### config.mk
export PLATFORM = sky130hd
export DESIGN_NAME = times33_key_bucket_hash
export DESIGN_NICKNAME = d
export VERILOG_FILES = /design/src/sv/t33h_pkg.sv /design/src/sv/times33_key_bucket_hash.sv /design/src/sv/t33h_datapath.sv /design/src/sv/t33h_ctrl.sv
export SDC_FILE = /design/constraint.sdc
export NUM_CORES = 1
export LEC_CHECK = 0
export BUFFER_PORTS_ARGS = -buffer_cell sky130_fd_sc_hd__clkbuf_2
export CORE_MARGIN = 8
export CORE_UTILIZATION = 54
export CTS_CLUSTER_SIZE = 24
export DETAILED_ROUTE_END_ITERATION = 12
export PLACE_DENSITY = 0.7
export SLEW_MARGIN = 10
export SYNTH_ARGS = -nofsm -noshare
export SYNTH_HDL_FRONTEND = slang
export SYNTH_SLANG_ARGS = --single-unit
### constraint.sdc
create_clock -name clk -period 8.85 [get_ports clk]
set_input_delay 0.885 -clock clk [delete_from_list [all_inputs] [get_ports clk]]
set_output_delay 0.885 -clock clk [all_outputs]
set_load 0.005 [all_outputs]
### src/sv/t33h_pkg.sv
`timescale 1ns / 1ps
// ----------------------------------------------------------------------------
// t33h_pkg
// Shared types and constants for the times-33 key bucket hash.
// ----------------------------------------------------------------------------
package t33h_pkg;

    localparam int ACC_W   = 64;
    localparam int BYTE_W  = 8;
    localparam int TS_W    = 25;
    localparam int IDX_W   = 24;
    localparam int SHIFT33 = 5;
    localparam int CNT_W   = $clog2(ACC_W);

    localparam logic [TS_W-1:0] TS_RESET = TS_W'(1021);
    localparam logic [TS_W-1:0] TS_MAX   = TS_W'(1) << IDX_W;
    localparam logic [CNT_W-1:0] CNT_LAST = CNT_W'(ACC_W - 1);

    typedef enum logic [1:0] {
        ST_ACCUM,
        ST_DIVIDE,
        ST_HOLD
    } state_t;

    typedef struct packed {
        logic acc_step;   // fold in accepted byte
        logic div_load;   // last byte: seed divider, clear accumulator
        logic div_step;   // one restoring-division bit
        logic out_load;   // capture remainder into output register
    } cmd_t;

endpackage

### src/sv/times33_key_bucket_hash.sv
`timescale 1ns / 1ps
// ----------------------------------------------------------------------------
// times33_key_bucket_hash
// Times-33 key hash reduced to a bucket index modulo a programmable size.
// ----------------------------------------------------------------------------
// Key bytes are taken one per cycle while in_stall is low, folded as
// acc = acc*33 + signed byte into a 64-bit accumulator. The request carrying
// the last-byte flag starts a bit-serial restoring remainder over the 64
// accumulator bits: the input stalls after that byte through the remainder
// steps and the hand-over of the index to the output register, longer only
// if an earlier index is still waiting at the output. A waiting index does
// not block intake of the next key. table_size of 0 acts as 1, values above
// 2^24 act as 2^24; it is sampled when the last byte of a key is taken.
// ----------------------------------------------------------------------------
module times33_key_bucket_hash
(
    input  logic                            clk,
    input  logic                            rst_n,
    input  logic                            in_valid,
    output logic                            in_stall,
    input  logic [t33h_pkg::BYTE_W-1:0]     key_byte,
    input  logic                            last_byte,
    output logic                            out_valid,
    input  logic                            out_stall,
    output logic [t33h_pkg::IDX_W-1:0]      bucket_index,
    input  logic                            cfg_wr_en,
    input  logic [t33h_pkg::TS_W-1:0]       cfg_wr_data
);

    t33h_pkg::cmd_t cmd;

    t33h_ctrl u_ctrl
    (
        .clk       (clk),
        .rst_n     (rst_n),
        .in_valid  (in_valid),
        .last_byte (last_byte),
        .out_stall (out_stall),
        .in_stall  (in_stall),
        .out_valid (out_valid),
        .cmd       (cmd)
    );

    t33h_datapath u_datapath
    (
        .clk          (clk),
        .rst_n        (rst_n),
        .cmd          (cmd),
        .key_byte     (key_byte),
        .cfg_wr_en    (cfg_wr_en),
        .cfg_wr_data  (cfg_wr_data),
        .bucket_index (bucket_index)
    );

endmodule

### src/sv/t33h_datapath.sv
`timescale 1ns / 1ps
// ----------------------------------------------------------------------------
// t33h_datapath
// Accumulator, bit-serial remainder unit, table size and output registers.
// ----------------------------------------------------------------------------
module t33h_datapath
(
    input  logic                            clk,
    input  logic                            rst_n,
    input  t33h_pkg::cmd_t                  cmd,
    input  logic [t33h_pkg::BYTE_W-1:0]     key_byte,
    input  logic                            cfg_wr_en,
    input  logic [t33h_pkg::TS_W-1:0]       cfg_wr_data,
    output logic [t33h_pkg::IDX_W-1:0]      bucket_index
);

    logic [t33h_pkg::ACC_W-1:0]  acc_reg, acc_next, acc_sum;
    logic [t33h_pkg::ACC_W-1:0]  dvd_reg, dvd_next;
    logic [t33h_pkg::IDX_W-1:0]  rem_reg, rem_next;
    logic [t33h_pkg::TS_W-1:0]   dvs_reg, dvs_next;
    logic [t33h_pkg::TS_W-1:0]   ts_reg, ts_next;
    logic [t33h_pkg::TS_W-1:0]   ts_eff;
    logic [t33h_pkg::TS_W-1:0]   rem_shift, rem_sub;
    logic [t33h_pkg::IDX_W-1:0]  out_reg, out_next;

    assign acc_sum = (acc_reg << t33h_pkg::SHIFT33) + acc_reg
                   + {{(t33h_pkg::ACC_W-t33h_pkg::BYTE_W){key_byte[t33h_pkg::BYTE_W-1]}},
                      key_byte};

    always_comb
    begin
        if (ts_reg == '0)
        begin
            ts_eff = t33h_pkg::TS_W'(1);
        end
        else if (ts_reg > t33h_pkg::TS_MAX)
        begin
            ts_eff = t33h_pkg::TS_MAX;
        end
        else
        begin
            ts_eff = ts_reg;
        end
    end

    // remainder stays below divisor <= 2^24, so the shifted value fits 25 bits
    assign rem_shift = {rem_reg, dvd_reg[t33h_pkg::ACC_W-1]};
    assign rem_sub   = rem_shift - dvs_reg;

    always_comb
    begin
        acc_next = acc_reg;
        dvd_next = dvd_reg;
        rem_next = rem_reg;
        dvs_next = dvs_reg;
        out_next = out_reg;
        ts_next  = cfg_wr_en ? cfg_wr_data : ts_reg;
        if (cmd.div_load)
        begin
            acc_next = '0;
            dvd_next = acc_sum;
            rem_next = '0;
            dvs_next = ts_eff;
        end
        else if (cmd.acc_step)
        begin
            acc_next = acc_sum;
        end
        if (cmd.div_step)
        begin
            dvd_next = {dvd_reg[t33h_pkg::ACC_W-2:0], 1'b0};
            if (rem_shift >= dvs_reg)
            begin
                rem_next = rem_sub[t33h_pkg::IDX_W-1:0];
            end
            else
            begin
                rem_next = rem_shift[t33h_pkg::IDX_W-1:0];
            end
        end
        if (cmd.out_load)
        begin
            out_next = rem_reg;
        end
    end

    always_ff @(posedge clk or negedge rst_n)
    begin
        if (!rst_n)
        begin
            acc_reg <= '0;
            ts_reg  <= t33h_pkg::TS_RESET;
        end
        else
        begin
            acc_reg <= acc_next;
            ts_reg  <= ts_next;
        end
    end

    always_ff @(posedge clk)
    begin
        dvd_reg <= dvd_next;
        rem_reg <= rem_next;
        dvs_reg <= dvs_next;
        out_reg <= out_next;
    end

    assign bucket_index = out_reg;

endmodule

### src/sv/t33h_ctrl.sv
`timescale 1ns / 1ps
// ----------------------------------------------------------------------------
// t33h_ctrl
// Sequencer: byte intake, remainder bit count and output request handshake.
// ----------------------------------------------------------------------------
module t33h_ctrl
(
    input  logic            clk,
    input  logic            rst_n,
    input  logic            in_valid,
    input  logic            last_byte,
    input  logic            out_stall,
    output logic            in_stall,
    output logic            out_valid,
    output t33h_pkg::cmd_t  cmd
);

    t33h_pkg::state_t               state_reg, state_next;
    logic [t33h_pkg::CNT_W-1:0]     cnt_reg, cnt_next;
    logic                           out_valid_reg, out_valid_next;
    logic                           in_take;
    logic                           slot_free;

    assign in_take   = in_valid && (state_reg == t33h_pkg::ST_ACCUM);
    assign slot_free = !out_valid_reg || !out_stall;

    always_comb
    begin
        state_next = state_reg;
        cnt_next   = cnt_reg;
        case (state_reg)
            t33h_pkg::ST_ACCUM:
            begin
                if (in_take && last_byte)
                begin
                    state_next = t33h_pkg::ST_DIVIDE;
                    cnt_next   = '0;
                end
            end
            t33h_pkg::ST_DIVIDE:
            begin
                cnt_next = cnt_reg + t33h_pkg::CNT_W'(1);
                if (cnt_reg == t33h_pkg::CNT_LAST)
                begin
                    state_next = t33h_pkg::ST_HOLD;
                end
            end
            t33h_pkg::ST_HOLD:
            begin
                if (slot_free)
                begin
                    state_next = t33h_pkg::ST_ACCUM;
                end
            end
            default:
            begin
                state_next = t33h_pkg::ST_ACCUM;
            end
        endcase
    end

    always_comb
    begin
        cmd            = '0;
        in_stall       = 1'b1;
        out_valid_next = out_valid_reg && out_stall;
        case (state_reg)
            t33h_pkg::ST_ACCUM:
            begin
                in_stall     = 1'b0;
                cmd.acc_step = in_take;
                cmd.div_load = in_take && last_byte;
            end
            t33h_pkg::ST_DIVIDE:
            begin
                cmd.div_step = 1'b1;
            end
            t33h_pkg::ST_HOLD:
            begin
                if (slot_free)
                begin
                    cmd.out_load   = 1'b1;
                    out_valid_next = 1'b1;
                end
            end
            default:
            begin
                cmd = '0;
            end
        endcase
    end

    always_ff @(posedge clk or negedge rst_n)
    begin
        if (!rst_n)
        begin
            state_reg     <= t33h_pkg::ST_ACCUM;
            cnt_reg       <= '0;
            out_valid_reg <= 1'b0;
        end
        else
        begin
            state_reg     <= state_next;
            cnt_reg       <= cnt_next;
            out_valid_reg <= out_valid_next;
        end
    end

    assign out_valid = out_valid_reg;

endmodule
Word level (Yosys, flattened, before mapping)
Index checks and enable logic that the tools add are counted.
{ "totals": {"elab_cells": 58, "register_bits": 235, "in_bits": 39, "output_inout_bits": 26} }
{ "op_classes": {"n_reduce_logical": 14, "n_lt_le_gt_ge": 2, "eq_ne": 6, "addsub": 4, "muxes": 21} }
{ "op_table": {"columns": ["operator", "n"], "rows": [
  ["two-way mux 64 bit", 4],
  ["adder 64 bit", 2],
  ["two-way mux 24 bit", 3],
  [">= comparator 25 bit", 1],
  ["greater-than comparator 25 bit, second input constant", 1],
  ["logical NOT 25 bit", 1],
  ["two-way mux 25 bit", 1],
  ["subtractor 24 bit", 1],
  ["case mux 6 bit (2 select lines)", 1],
  ["two-way mux 2 bit", 4],
  ["adder 6 x 1 -> 6 bit, second input constant", 1],
  ["equality test 6 bit, second input constant", 1],
  ["two-way mux 1 bit", 6],
  ["two-way mux 6 bit", 1],
  ["case mux 2 bit (3 select lines)", 1],
  ["nonzero test 2 bit", 3],
  ["!= test 2 x 1 -> 1 bit, second input constant", 2],
  ["logical AND 1 bit", 3],
  ["AND reduction 3 bit", 1],
  ["equality test 2 x 1 -> 1 bit, second input constant", 1],
  ["equality test 2 bit, second input constant", 1],
  ["logical NOT 1 bit", 2],
  ["logical NOT 2 bit", 1],
  ["!= test 2 bit, second input constant", 1],
  ["3 further kinds", 3]
]} }

Logic depth before layout (Yosys ltp)
Gate-level depths: netlist of run 1.
{ "depth": {"depth_word": 6, "depth_mapped": 15} }

By module
From an unflattened synthesis of run 1, not the netlist that was laid out.
{ "unflattened": {"cells_unflattened": 1537, "hier_area_um2": 16071.7} }
{ "by_module_without_submodules": {"columns": ["module", "area_per_inst_um2", "n_inst", "cells_per_inst", "seq_area_each_um2"], "rows": [
  ["t33h_datapath", 15613.7, 1, 1491, 6342.3],
  ["t33h_ctrl", 457.9, 1, 46, 225.2]
]} }

Least setup slack after synthesis of run 1
Ideal clock, no wire load.
{ "synth_timing": {"path_type": "input to register", "start": "in key_byte[5] in the netlist's numbering", "end": "reg u_datapath.dvd_reg[58] in the netlist's numbering (data pin)", "setup_ns": 0.267, "required_ns": 8.583, "t_arrival_ns": 3.790, "stages": 14, "slack_ns": 4.793, "n_path_buf": 0, "path_cell_list": "inv_1 -> fa_1 -> inv_1 -> ha_1 -> a21oi_1 -> nand2_1 -> o21a_1 -> o31a_1 -> a21oi_1 -> o211ai_1 -> a311oi_1 -> o21ai_0 -> xnor2_1 -> o21ai_0"} }
{ "synth_between": {"elab_chain_len": 3} }
{ "synth_rtl": {"columns": ["item", "line_no", "text"], "rows": [
  ["from (decl)", "times33_key_bucket_hash.sv:21", "input logic [t33h_pkg::BYTE_W-1:0] key_byte,"],
  ["adder 64 bit", "t33h_datapath.sv:27", "+ {{(t33h_pkg::ACC_W-t33h_pkg::BYTE_W){key_byte[t33h_pkg::BYTE_W-1]}},"],
  ["two-way mux 64 bit", "t33h_datapath.sv:58", "if (cmd.div_load)"],
  ["two-way mux 64 bit", "t33h_datapath.sv:69", "if (cmd.div_step)"],
  ["net u_datapath.dvd_next (one bit)", "t33h_datapath.sv:18", "logic [t33h_pkg::ACC_W-1:0] dvd_reg, dvd_next;"],
  ["to (signal assigned)", "t33h_datapath.sv:103", "dvd_reg <= dvd_next;"],
  ["to (decl)", "t33h_datapath.sv:18", null]
]} }
The timed path passes the listed nets, and every way through them passes these cells. The select of a mux whose other input is x is not followed.
A chain may end at the register's enable or synchronous reset.

Final worst setup path of run 1
{ "layout_timing": {"start": "in key_byte[7] in the netlist's numbering", "end": "reg u_datapath.dvd_reg[58] in the netlist's numbering (data pin)"} }
The elaborated chain is that of the path after synthesis.

==> impl_results.md, run 1 <==
* Status: finished clean
* Avg Inst Size Synth at 10.8 sq um
* Crit path time final at 5050 ps
* Antenna violations before repair at 0
* Tcrit/Tclk final at 0.571
* Startpoint types: primary input
* Util after Layout at 0.602
* Crit path DAT at 5340 ps
* Vias in the first global route at 11273
* Compound-cell area share of the yosys netlist at 0.187
* # DRC at 0
* Mean routed wirelength per cell at 20.0 um
* Cts bufs inserted at 26
* EDFF count, synth at 136
* Cell count after synthesis at 1392
* Worst rel slew slack at 0.249
* Post-cts resize count at 0
* GP Congestion at 0.927
* Max Root-Sink Buffers at 3
* Clock Pin Slew Worst Setup and Hold Paths at 60 ps
* CTS tree: done
* Largest net degree at the start of global routing at 83
* ANT nets after route at 0
* Setup Buffers After CTS at 0
* Final Setup Violations at 0
* Row count at 61
* Synth Area in XOR/XNOR at 0.0470
* Layout cell share with drive strength beyond 1 at 0.121
* GRT Residual Overflow at 0
* Clock sinks at 235
* Global-route wire length before repair at 59.8 mm
* Non-Filler Instances at 1827
* Synth warn at 0
* Post-Syn Nets at 1584
* Initial DRC count at 837
* Crit path cell chain: buf_4, buf_4, fa_1, ha_1, a21oi_1, nand2_1, o31a_1, a21oi_1, o211ai_1, a311oi_1, o21ai_0, xnor2_1, o21ai_0
* Slew @ Worst Pin at 1120 ps
* Adder-cell share of the synthesized area at 0.157
* Port Buffer Count at 64
* WHS at 316 ps
* Sequential-to-total area share from yosys stat at 0.435
* CP Capture Type: register
* Slowest stage cell, crit path: buf_4
* Die H at 183 um
* Synth Flop Type: edfxtp_1
* Largest family of logic cells by synthesized area: compound AO/OA/AOI/OAI gates
* CP Max Fanout at 29
* Setup TNS at 0 ps
* I/O pins at 65
* Hold WC Path Type: in2async
* Final Hold Vio Count at 0
* Routed WL at 36.5 mm
* CP delay by family, top: compound AO/OA/AOI/OAI gates
* Synth-to-layout area growth at 10.3%
* Synth cell types at 74
* Die Span X at 183 um
* Post-Syn Area at 15100 sq um
* Clk_lat worst skew at 550 ps
* DRT Pass-1 Iters at 5
* Buf/Inv on CP at 2
* Max-slew violation count at 0
* RSZ-0062 raised after global routing: no
* Worst Path Required at 9140 ps
* Root Buffer: clkbuf_16
* CP Class: in2reg
* Maximum clock frequency at 0.198 GHz
* Cts-stage hold buffer count at 0
* Dpl cells at 1779
* Layout fillers at 2348
* Synth Area in Simple Gates at 0.109
* Seq cells post-synth at 235
* H-tree depth at 1
* GRT Util Overall at 0.220
* Fraction of registers with async set/reset at 0.417
* Vias/cell at 6.05
* Post-detail-place hpwl at 26.5 mm
* Critical Path Max Stage Delay at 630 ps
* # diodes at 0
* NumNets Final at 1621
* Final Skew at 8.16 ps
* Initial core utilization at 0.546
* Vias at 11049
* Max-cap viol count at 0
* Multiplexer area fraction after synthesis at 0.0313
* Die Area at 33500 sq um
* Core Region at 27600 sq um
[cells by family after synthesis]
kind of cell | count (synthesis)
fa+ha+maj | 154
mux | 44
flops | 235
simple gates | 345
buf+inv | 127
compound gates | 406
xor+xnor | 81
[metal layers]
layer  vias up  global-route usage  share of wire
li1       5231                   -              -
met1      5475               0.291           0.44
met2       280               0.376           0.48
met3        63              0.0285          0.049
met4         0              0.0605          0.028
met5         -                   0              0
[final timing paths]
check	startpoint	end	slack, ps	cells past startpoint
worst min register to register	u_datapath.rem_reg[23]	u_datapath.bucket_index[23]	470	0
min in group clk	u_datapath.rem_reg[23]	u_datapath.bucket_index[23]	470	0
worst min-delay path	rst_n	u_datapath.acc_reg[7]	320	1
worst max-delay path	key_byte[7]	u_datapath.dvd_reg[58]	3800	13
worst max register to register	u_datapath.acc_reg[5]	u_datapath.dvd_reg[58]	4560	14
max in group asynchronous	rst_n	u_datapath.ts_reg[24]	7250	2
[cell type report]
class | count | area [sq um] | area share
clock buffer | 35 | 747 | 0.0449
clock inverter | 13 | 165 | 0.00993
timing repair buffer | 74 | 400 | 0.0241
tap | 378 | 473 | 0.0284
inverter | 62 | 234 | 0.0141
sequential | 235 | 6570 | 0.395
multi-input combinational | 1030 | 8050 | 0.484
[per-stage QoR]
| stage | cell area, sq um | setup WS, ps |
|---|---|---|
| 6_report | 16600 | 3800 |
| 3_5_place_dp | 15700 | 3280 |
| 4_1_cts | 16600 | 3830 |
| 3_3_place_gp | 15700 | 3430 |
| 2_1_floorplan | 15100 | 4790 |
| 5_1_grt | 16600 | 3370 |
[placed cells by master (no fill, tap or decap), types with 11 or more instances in the layout]
master,netlist,layout
edfxtp_1,136,136
mux2i_1,19,19
o21bai_1,14,14
buf_4,1,12
o211ai_1,11,11
nor2_1,80,79
clkbuf_16,0,28
fa_1,60,60
inv_1,62,60
nand3_1,23,23
a22o_1,95,95
nand4_1,28,28
xnor2_1,52,52
a21o_1,24,24
clkbuf_2,0,62
mux2_2,25,25
a31oi_1,11,11
xor2_1,29,29
dfrtp_1,89,89
a21oi_1,89,87
nand2_1,111,110
o21ai_0,80,80
nor2b_1,19,18
ha_1,93,93
and2_1,20,20
nor3_1,20,20
[synthesized netlist by cell type (14+ instances only)]
library cell,count,share of area
mux2i_1,19,0.013
o21ai_0,80,0.027
nor2b_1,19,0.0079
and2_1,20,0.0083
nand2_1,111,0.028
inv_1,62,0.015
o21bai_1,14,0.0070
nand3_1,23,0.0076
ha_1,93,0.077
edfxtp_1,136,0.27
clkbuf_1,54,0.013
dfrtp_1,89,0.15
fa_1,60,0.080
nor2_1,80,0.020
a21oi_1,89,0.030
a22o_1,95,0.055
mux2_2,25,0.019
xnor2_1,52,0.030
nor3_1,20,0.0066
a21o_1,24,0.012
xor2_1,29,0.017
nand4_1,28,0.012
Power of run 1 is left out: the tool's default activity adds up to more than one toggle a clock period on the data nets, which glitch-free logic cannot reach.
==> run 2, diff against run 1 <==
clock period = 5 ns   (was 8.85 ns; I/O delays follow)
==> run 2 against run 1 <==
Effect of this change:
- core utilization up 0.063 points
- via count up 0.51%
- count of clock-buffer cells in the layout up 4
- critical path depth up 1
- final area up 0.11%
- hold slack worse by 300 ps
==> impl_results.md, run 2 (synthesis gave the netlist of run 1 again) <==
* # diodes at 0 (unchanged)
* Routed WL at 37.3 mm (+2.1%)
* Setup Buffers After CTS at 0 (unchanged)
* CP Max Fanout at 5 (-83%)
* Max Root-Sink Buffers at 3 (unchanged)
* Vias at 11105 (+0.51%)
* Initial core utilization at 0.546 (unchanged)
* Slew @ Worst Pin at 1160 ps (+41.8 ps)
* H-tree depth at 1 (unchanged)
* CP Class: reg2reg
* Reg2reg start: u_datapath.acc_reg[5]
* GRT Residual Overflow at 0 (unchanged)
* Clk_lat worst skew at 540 ps (about the same)
* I/O pins at 65 (unchanged)
* Max-slew violation count at 0 (unchanged)
* Worst Path Required at 5280 ps (-3860 ps)
* Cell count of the worst reg-to-reg path at 14 (unchanged)
* Most common cell after layout, fill and taps aside: edfxtp_1
* Die Span X at 183 um (unchanged)
* FF/Latch Area at 6570 sq um (unchanged)
* ANT nets after route at 0 (unchanged)
* Antenna violations before repair at 0 (unchanged)
* Setup TNS at 0 ps (unchanged)
* Tcrit/Tclk final at 0.857
* Crit path time final at 4290 ps
* Commonest cells after routing, fill and taps aside: edfxtp_1 (136), nand2_1 (110), a22o_1 (95)
* Cts bufs inserted at 26 (unchanged)
* Row count at 61 (unchanged)
* Vias in the first global route at 11441 (+1.5%)
* Core Region at 27600 sq um (unchanged)
* Cts-stage hold buffer count at 0 (unchanged)
* Vias/cell at 6.05 (about the same)
* Final Setup Violations at 0 (unchanged)
* Status: finished clean
* Pre-CTS setup slack at 386 ps (-2890 ps)
* GRT Util Overall at 0.225 (+0.00508)
* Final Skew at 8.85 ps (+0.690 ps)
* Max-cap viol count at 0 (unchanged)
* Maximum clock frequency at 0.233 GHz
* Layout fillers at 2332 (-0.68%)
* Post-cts resize count at 0 (unchanged)
* Clock sinks at 235 (unchanged)
* Area of the multi-input gates at 8050 sq um (unchanged)
* Largest net degree at the start of global routing at 70 (-16%)
* RSZ-0062 raised after global routing: no
* Die Area at 33500 sq um (unchanged)
* Mean routed wirelength per cell at 20.3 um (+1.7%)
* GP Congestion at 0.930 (+0.33%)
* Startpoint types: register
* # DRC at 0 (unchanged)
* DRT Pass-1 Iters at 5 (unchanged)
* CP Capture Type: register
* R2r endpoint: u_datapath.dvd_reg[58]
* Root Buffer: clkbuf_16
* Worst rel slew slack at 0.221 (-0.0281)
* Global-route wire length before repair at 61.2 mm (+2.3%)
* Hold WC Path Type: in2async
* Final Hold Vio Count at 0 (unchanged)
* Post-detail-place hpwl at 27.3 mm (+3.1%)
* Port Buffer Count at 64 (unchanged)
* NumNets Final at 1629 (+0.49%)
* Die H at 183 um (unchanged)
* R2R setup slack at 710 ps (-3850 ps)
* Fin worst setup slack at 714 ps (-3080 ps)
* Crit path DAT at 4560 ps (-780 ps)
* Synth-to-layout area growth at 10.4%
* Clock Pin Slew Worst Setup and Hold Paths at 60 ps (about the same)
* Initial DRC count at 857 (+2.4%)
* Layout cell share with drive strength beyond 1 at 0.124 (+0.00208)
* CTS tree: done
==> run 2: cell type report <==
class	instances	share of cell area
multi-input combinational	1030	0.483
sequential	235	0.394
clock buffer	39	0.0450
timing repair buffer	82	0.0284
tap	378	0.0284
inverter	62	0.0140
clock inverter	9	0.00646
==> run 2: critical path: stages, from the launching register on <==
cell	delay, ps
dfrtp_1	400
inv_1	90
fa_1	480
inv_1	40
ha_1	360
a21oi_1	220
nand2_1	100
o21a_1	240
o31a_1	380
a21oi_1	280
o211ai_1	210
a311oi_1	520
o21ai_0	340
xnor2_1	260
o21ai_0	110
==> run 2: layer usage <==
metal | GRT usage | routed length [um] | vias to the layer above
li1 | - | - | 5241
met1 | 0.302 | 16600 | 5488
met2 | 0.375 | 17700 | 301
met3 | 0.0289 | 1840 | 75
met4 | 0.0709 | 1170 | 0
met5 | 0 | 0 | -
==> run 2: worst max-delay path by stage <==
| stage | start | to | depth (start not counted) |
|---|---|---|---|
| 2_1_floorplan | key_byte[5] | u_datapath.dvd_reg[58] | 14 |
| 3_3_place_gp | key_byte[7] | u_datapath.dvd_reg[58] | 13 |
| 3_5_place_dp | key_byte[7] | u_datapath.dvd_reg[58] | 13 |
| 4_1_cts | u_datapath.acc_reg[5] | u_datapath.dvd_reg[58] | 14 |
| 5_1_grt | u_datapath.acc_reg[5] | u_datapath.dvd_reg[58] | 14 |
| 6_report | u_datapath.acc_reg[5] | u_datapath.dvd_reg[58] | 14 |
==> run 2: stage by stage <==
stage / cell area, sq um / instances / util / hold WS, ps
3_3_place_gp: 15800 / 1787 / 0.572 / 449
3_5_place_dp: 15800 / 1787 / 0.572 / 450
5_1_grt: 16700 / 1835 / 0.603 / 60.5
2_1_floorplan: 15100 / 1392 / - / 204
4_1_cts: 16700 / 1835 / 0.603 / 18.1
6_report: 16700 / 1835 / 0.603 / 14.7
Power of run 2 is left out for the same reason.
==> run 3, diff against run 2 <==
ABC_AREA = 1   (was default)
SLEW_MARGIN = 20   (was 10)
==> run 3 against run 2 <==
Effect of this change:
- first-iteration DRC count increased by 18%
- setup slack better by 960 ps
- final cell count is 62% higher
- flip-flop and latch count unchanged
==> impl_results.md, run 3 <==
* Status: finished clean
* Crit path cell chain: buf_4, buf_12, fa_1, ha_1, nand2_1, nor2_1, inv_1, nor2_2, nand2_1, nor4_1, nand2_1, nand2_1, nand2_1, nand3_1, nand2_1
* Fraction of registers with async set/reset at 0.417 (unchanged)
* ANT nets after route at 0 (unchanged)
* Ranking of synthesized cells by area: edfxtp_1 (23%), nand2_1 (21%), dfrtp_1 (13%)
* Non-Filler Instances at 2980 (+62%)
* Most frequent cell on the critical path: nand2_1
* Placed inst area at 18500 sq um (+17%)
* Power Density at 749 nW/um^2
* Leakage at 0.0105 uW
* GRT Residual Overflow at 0 (unchanged)
* Root Buffer: clkbuf_16
* Vias at 15490 (+39%)
* CP Max Fanout at 28 (+23)
* Startpoint types: primary input
* Cts bufs inserted at 26 (unchanged)
* Area share of the largest cell type after synthesis at 0.232 (-0.0392)
* GP Congestion at 1.01 (+8.5%)
* H-tree depth at 1 (unchanged)
* Post-detail-place hpwl at 41.0 mm (+50%)
* Synth-to-layout area growth at 9.35%
* Most common cell after layout, fill and taps aside: nand2_1
* Clk_lat worst skew at 550 ps (about the same)
* Die Area at 38700 sq um (+15%)
* Switching fraction of total power at 0.521
* Hold WC Path Type: in2async
* Reg power frac at 0.240
* Post-cts resize count at 0 (unchanged)
* Crit path time final at 3330 ps (-960 ps)
* Vias in the first global route at 15328 (+34%)
* Top-count cell post-synth: nand2_1
* Synth cell count leaders: nand2_1 (967), inv_1 (426), nor2_1 (192), edfxtp_1 (136), nand3_1 (136)
* Maximum vdd drop at 0.437 mV
* Final Hold Vio Count at 0 (unchanged)
* Die H at 197 um (+7.4%)
* NumNets Final at 2710 (+66%)
* Vias/cell at 5.20 (-14%)
* Final Setup Violations at 0 (unchanged)
* # diodes at 0 (unchanged)
* CP Class: in2reg
* Clock network fraction of total power at 0.127
* Port Buffer Count at 64 (unchanged)
* Maximum clock frequency at 0.301 GHz (+29%)
* CP Capture Type: register
* Gate power share at 0.632
* Setup Buffers After CTS at 0 (unchanged)
* # DRC at 0 (unchanged)
* Layout fillers at 3098 (+33%)
* Final instance area at 19300 sq um (+16%)
* Largest net degree at the start of global routing at 71 (+1.4%)
* I/O pins at 65 (unchanged)
* Routed WL at 52.0 mm (+39%)
* Synth Flop Type: edfxtp_1
* CP delay by family, top: simple AND/OR/NAND/NOR gates
* Setup TNS at 0 ps (unchanged)
* Slew @ Worst Pin at 974 ps (-186 ps)
* Dpl cells at 2932 (+64%)
* Buf/Inv on CP at 3 (+1)
* Switching power total at 7530 uW
* Synth warn at 0 (unchanged)
* Commonest cells after routing, fill and taps aside: nand2_1 (965), inv_1 (426), nor2_1 (189)
* Post-synth top area cell: edfxtp_1
* Die Span X at 197 um (+7.4%)
* GRT Util Overall at 0.270 (+0.0456)
* Avg Inst Size Synth at 7.18 sq um (-34%)
* Initial DRC count at 1009 (+18%)
* Mean routed wirelength per cell at 17.4 um (-14%)
* Cts-stage hold buffer count at 0 (unchanged)
* Seq cells post-synth at 235 (unchanged)
* Post-Syn Nets at 2649 (+67%)
* DRT Pass-1 Iters at 5 (unchanged)
* Max Root-Sink Buffers at 3 (unchanged)
* Worst rel slew slack at 0.351 (+0.130)
* Worst Path Required at 5300 ps (+20 ps)
* Critical Path Max Stage Delay at 500 ps (-20 ps)
* Crit path DAT at 3630 ps (-930 ps)
* Final Skew at 16.1 ps (+7.26 ps)
* Max-slew violation count at 0 (unchanged)
* Max-cap viol count at 0 (unchanged)
* Internal at 6920 uW
* Tcrit/Tclk final at 0.665 (-0.192)
* Clock Pin Slew Worst Setup and Hold Paths at 70 ps (about the same)
* Layout cell share with drive strength beyond 1 at 0.0626 (-0.0609)
* Util after Layout at 0.596 (-0.00707)
* Initial core utilization at 0.545 (-0.000993)
* CTS tree: done
* Synth cell types at 40 (-46%)
* EDFF count, synth at 136 (unchanged)
* Sequential-to-total area share from yosys stat at 0.372 (-0.0631)
* Post-Syn Area at 17600 sq um (+17%)
* Core Region at 32400 sq um (+17%)
* Clock sinks at 235 (unchanged)
* Slowest stage cell, crit path: buf_4
* Cell count after synthesis at 2457 (+77%)
* Global-route wire length before repair at 82.9 mm (+35%)
* Antenna violations before repair at 0 (unchanged)
* Row count at 66 (+8.2%)
* RSZ-0062 raised after global routing: no
-- run 3: changes by cell type in the layout (fill, tap and decap cells not counted), moves of 16 or more --
cell     before  now
xnor2_1      52   28
and2_1       20    4
nor2_1       79  189
inv_1        60  426
a21oi_1      87   69
mux2i_1      19    0
nand2_1     110  965
nor2b_1      18    0
nand3_1      23  136
a22o_1       95    0
a21o_1       24    2
mux2_2       25    1
-- run 3: path summary, 6_finish.rpt --
check | start | to | slack (ps) | cells past startpoint
worst min-delay path | rst_n | u_datapath.acc_reg[2] | 50 | 1
min in group clk | cfg_wr_data[2] | u_datapath.ts_reg[2] | 140 | 3
max in group asynchronous | rst_n | u_datapath.ts_reg[6] | 3830 | 2
worst max-delay path | key_byte[7] | u_datapath.dvd_reg[62] | 1670 | 15
worst max register to register | u_datapath.acc_reg[1] | u_datapath.dvd_reg[57] | 1800 | 13
worst min register to register | u_datapath.rem_reg[23] | u_datapath.bucket_index[23] | 470 | 0
-- run 3: through the flow --
| stage | setup slack (ps) | hold slack (ps) | power, uW |
|---|---|---|---|
| 2_1_floorplan | 1710 | 204 | 9930 |
| 6_report | 1670 | 48.3 | 14500 |
| 5_1_grt | 1480 | 125 | 15800 |
| 3_5_place_dp | 1130 | 463 | 12500 |
| 4_1_cts | 1720 | 70.7 | 14400 |
| 3_3_place_gp | 1070 | 453 | 12400 |
-- run 3: logic make-up (layout without fill, tap and decap cells) --
| kind of cell | Yosys count | after routing | synth area share |
|---|---|---|---|
| AO/OA/AOI/OAI | 185 | 185 | 0.0560 |
| XOR/XNOR | 43 | 43 | 0.0214 |
| adder cells (fa/ha/maj) | 153 | 153 | 0.134 |
| buffers and inverters | 469 | 550 | 0.102 |
| flip-flops | 235 | 235 | 0.372 |
| multiplexers | 1 | 1 | 0.000638 |
| AND/OR/NAND/NOR | 1371 | 1371 | 0.313 |
-- run 3: per-layer routing --
layer | share of wire | vias up | track usage
met2 | 0.48 | 407 | 0.469
li1 | - | 7738 | -
met1 | 0.45 | 7268 | 0.357
met5 | 0 | - | 0
met3 | 0.048 | 77 | 0.0259
met4 | 0.027 | 0 | 0.0769
-- run 3: power groups by stage --
stage	logic [uW]	clock network [uW]	registers, uW
detailed placement	8980	0	3500
global route	10300	1940	3540
floorplan	6610	0	3330
finish	9140	1840	3470
global placement	8880	0	3490
CTS	9050	1880	3470
-- run 3: cell type report --
type,count,area [sq um],share of cell area
clock inverter,13,81.3,0.00422
timing repair buffer,75,433,0.0224
inverter,427,1600,0.0831
sequential,235,6570,0.341
multi-input combinational,1753,9300,0.482
tap,442,553,0.0287
clock buffer,35,744,0.0386
Power figures use the tool's default switching activity.
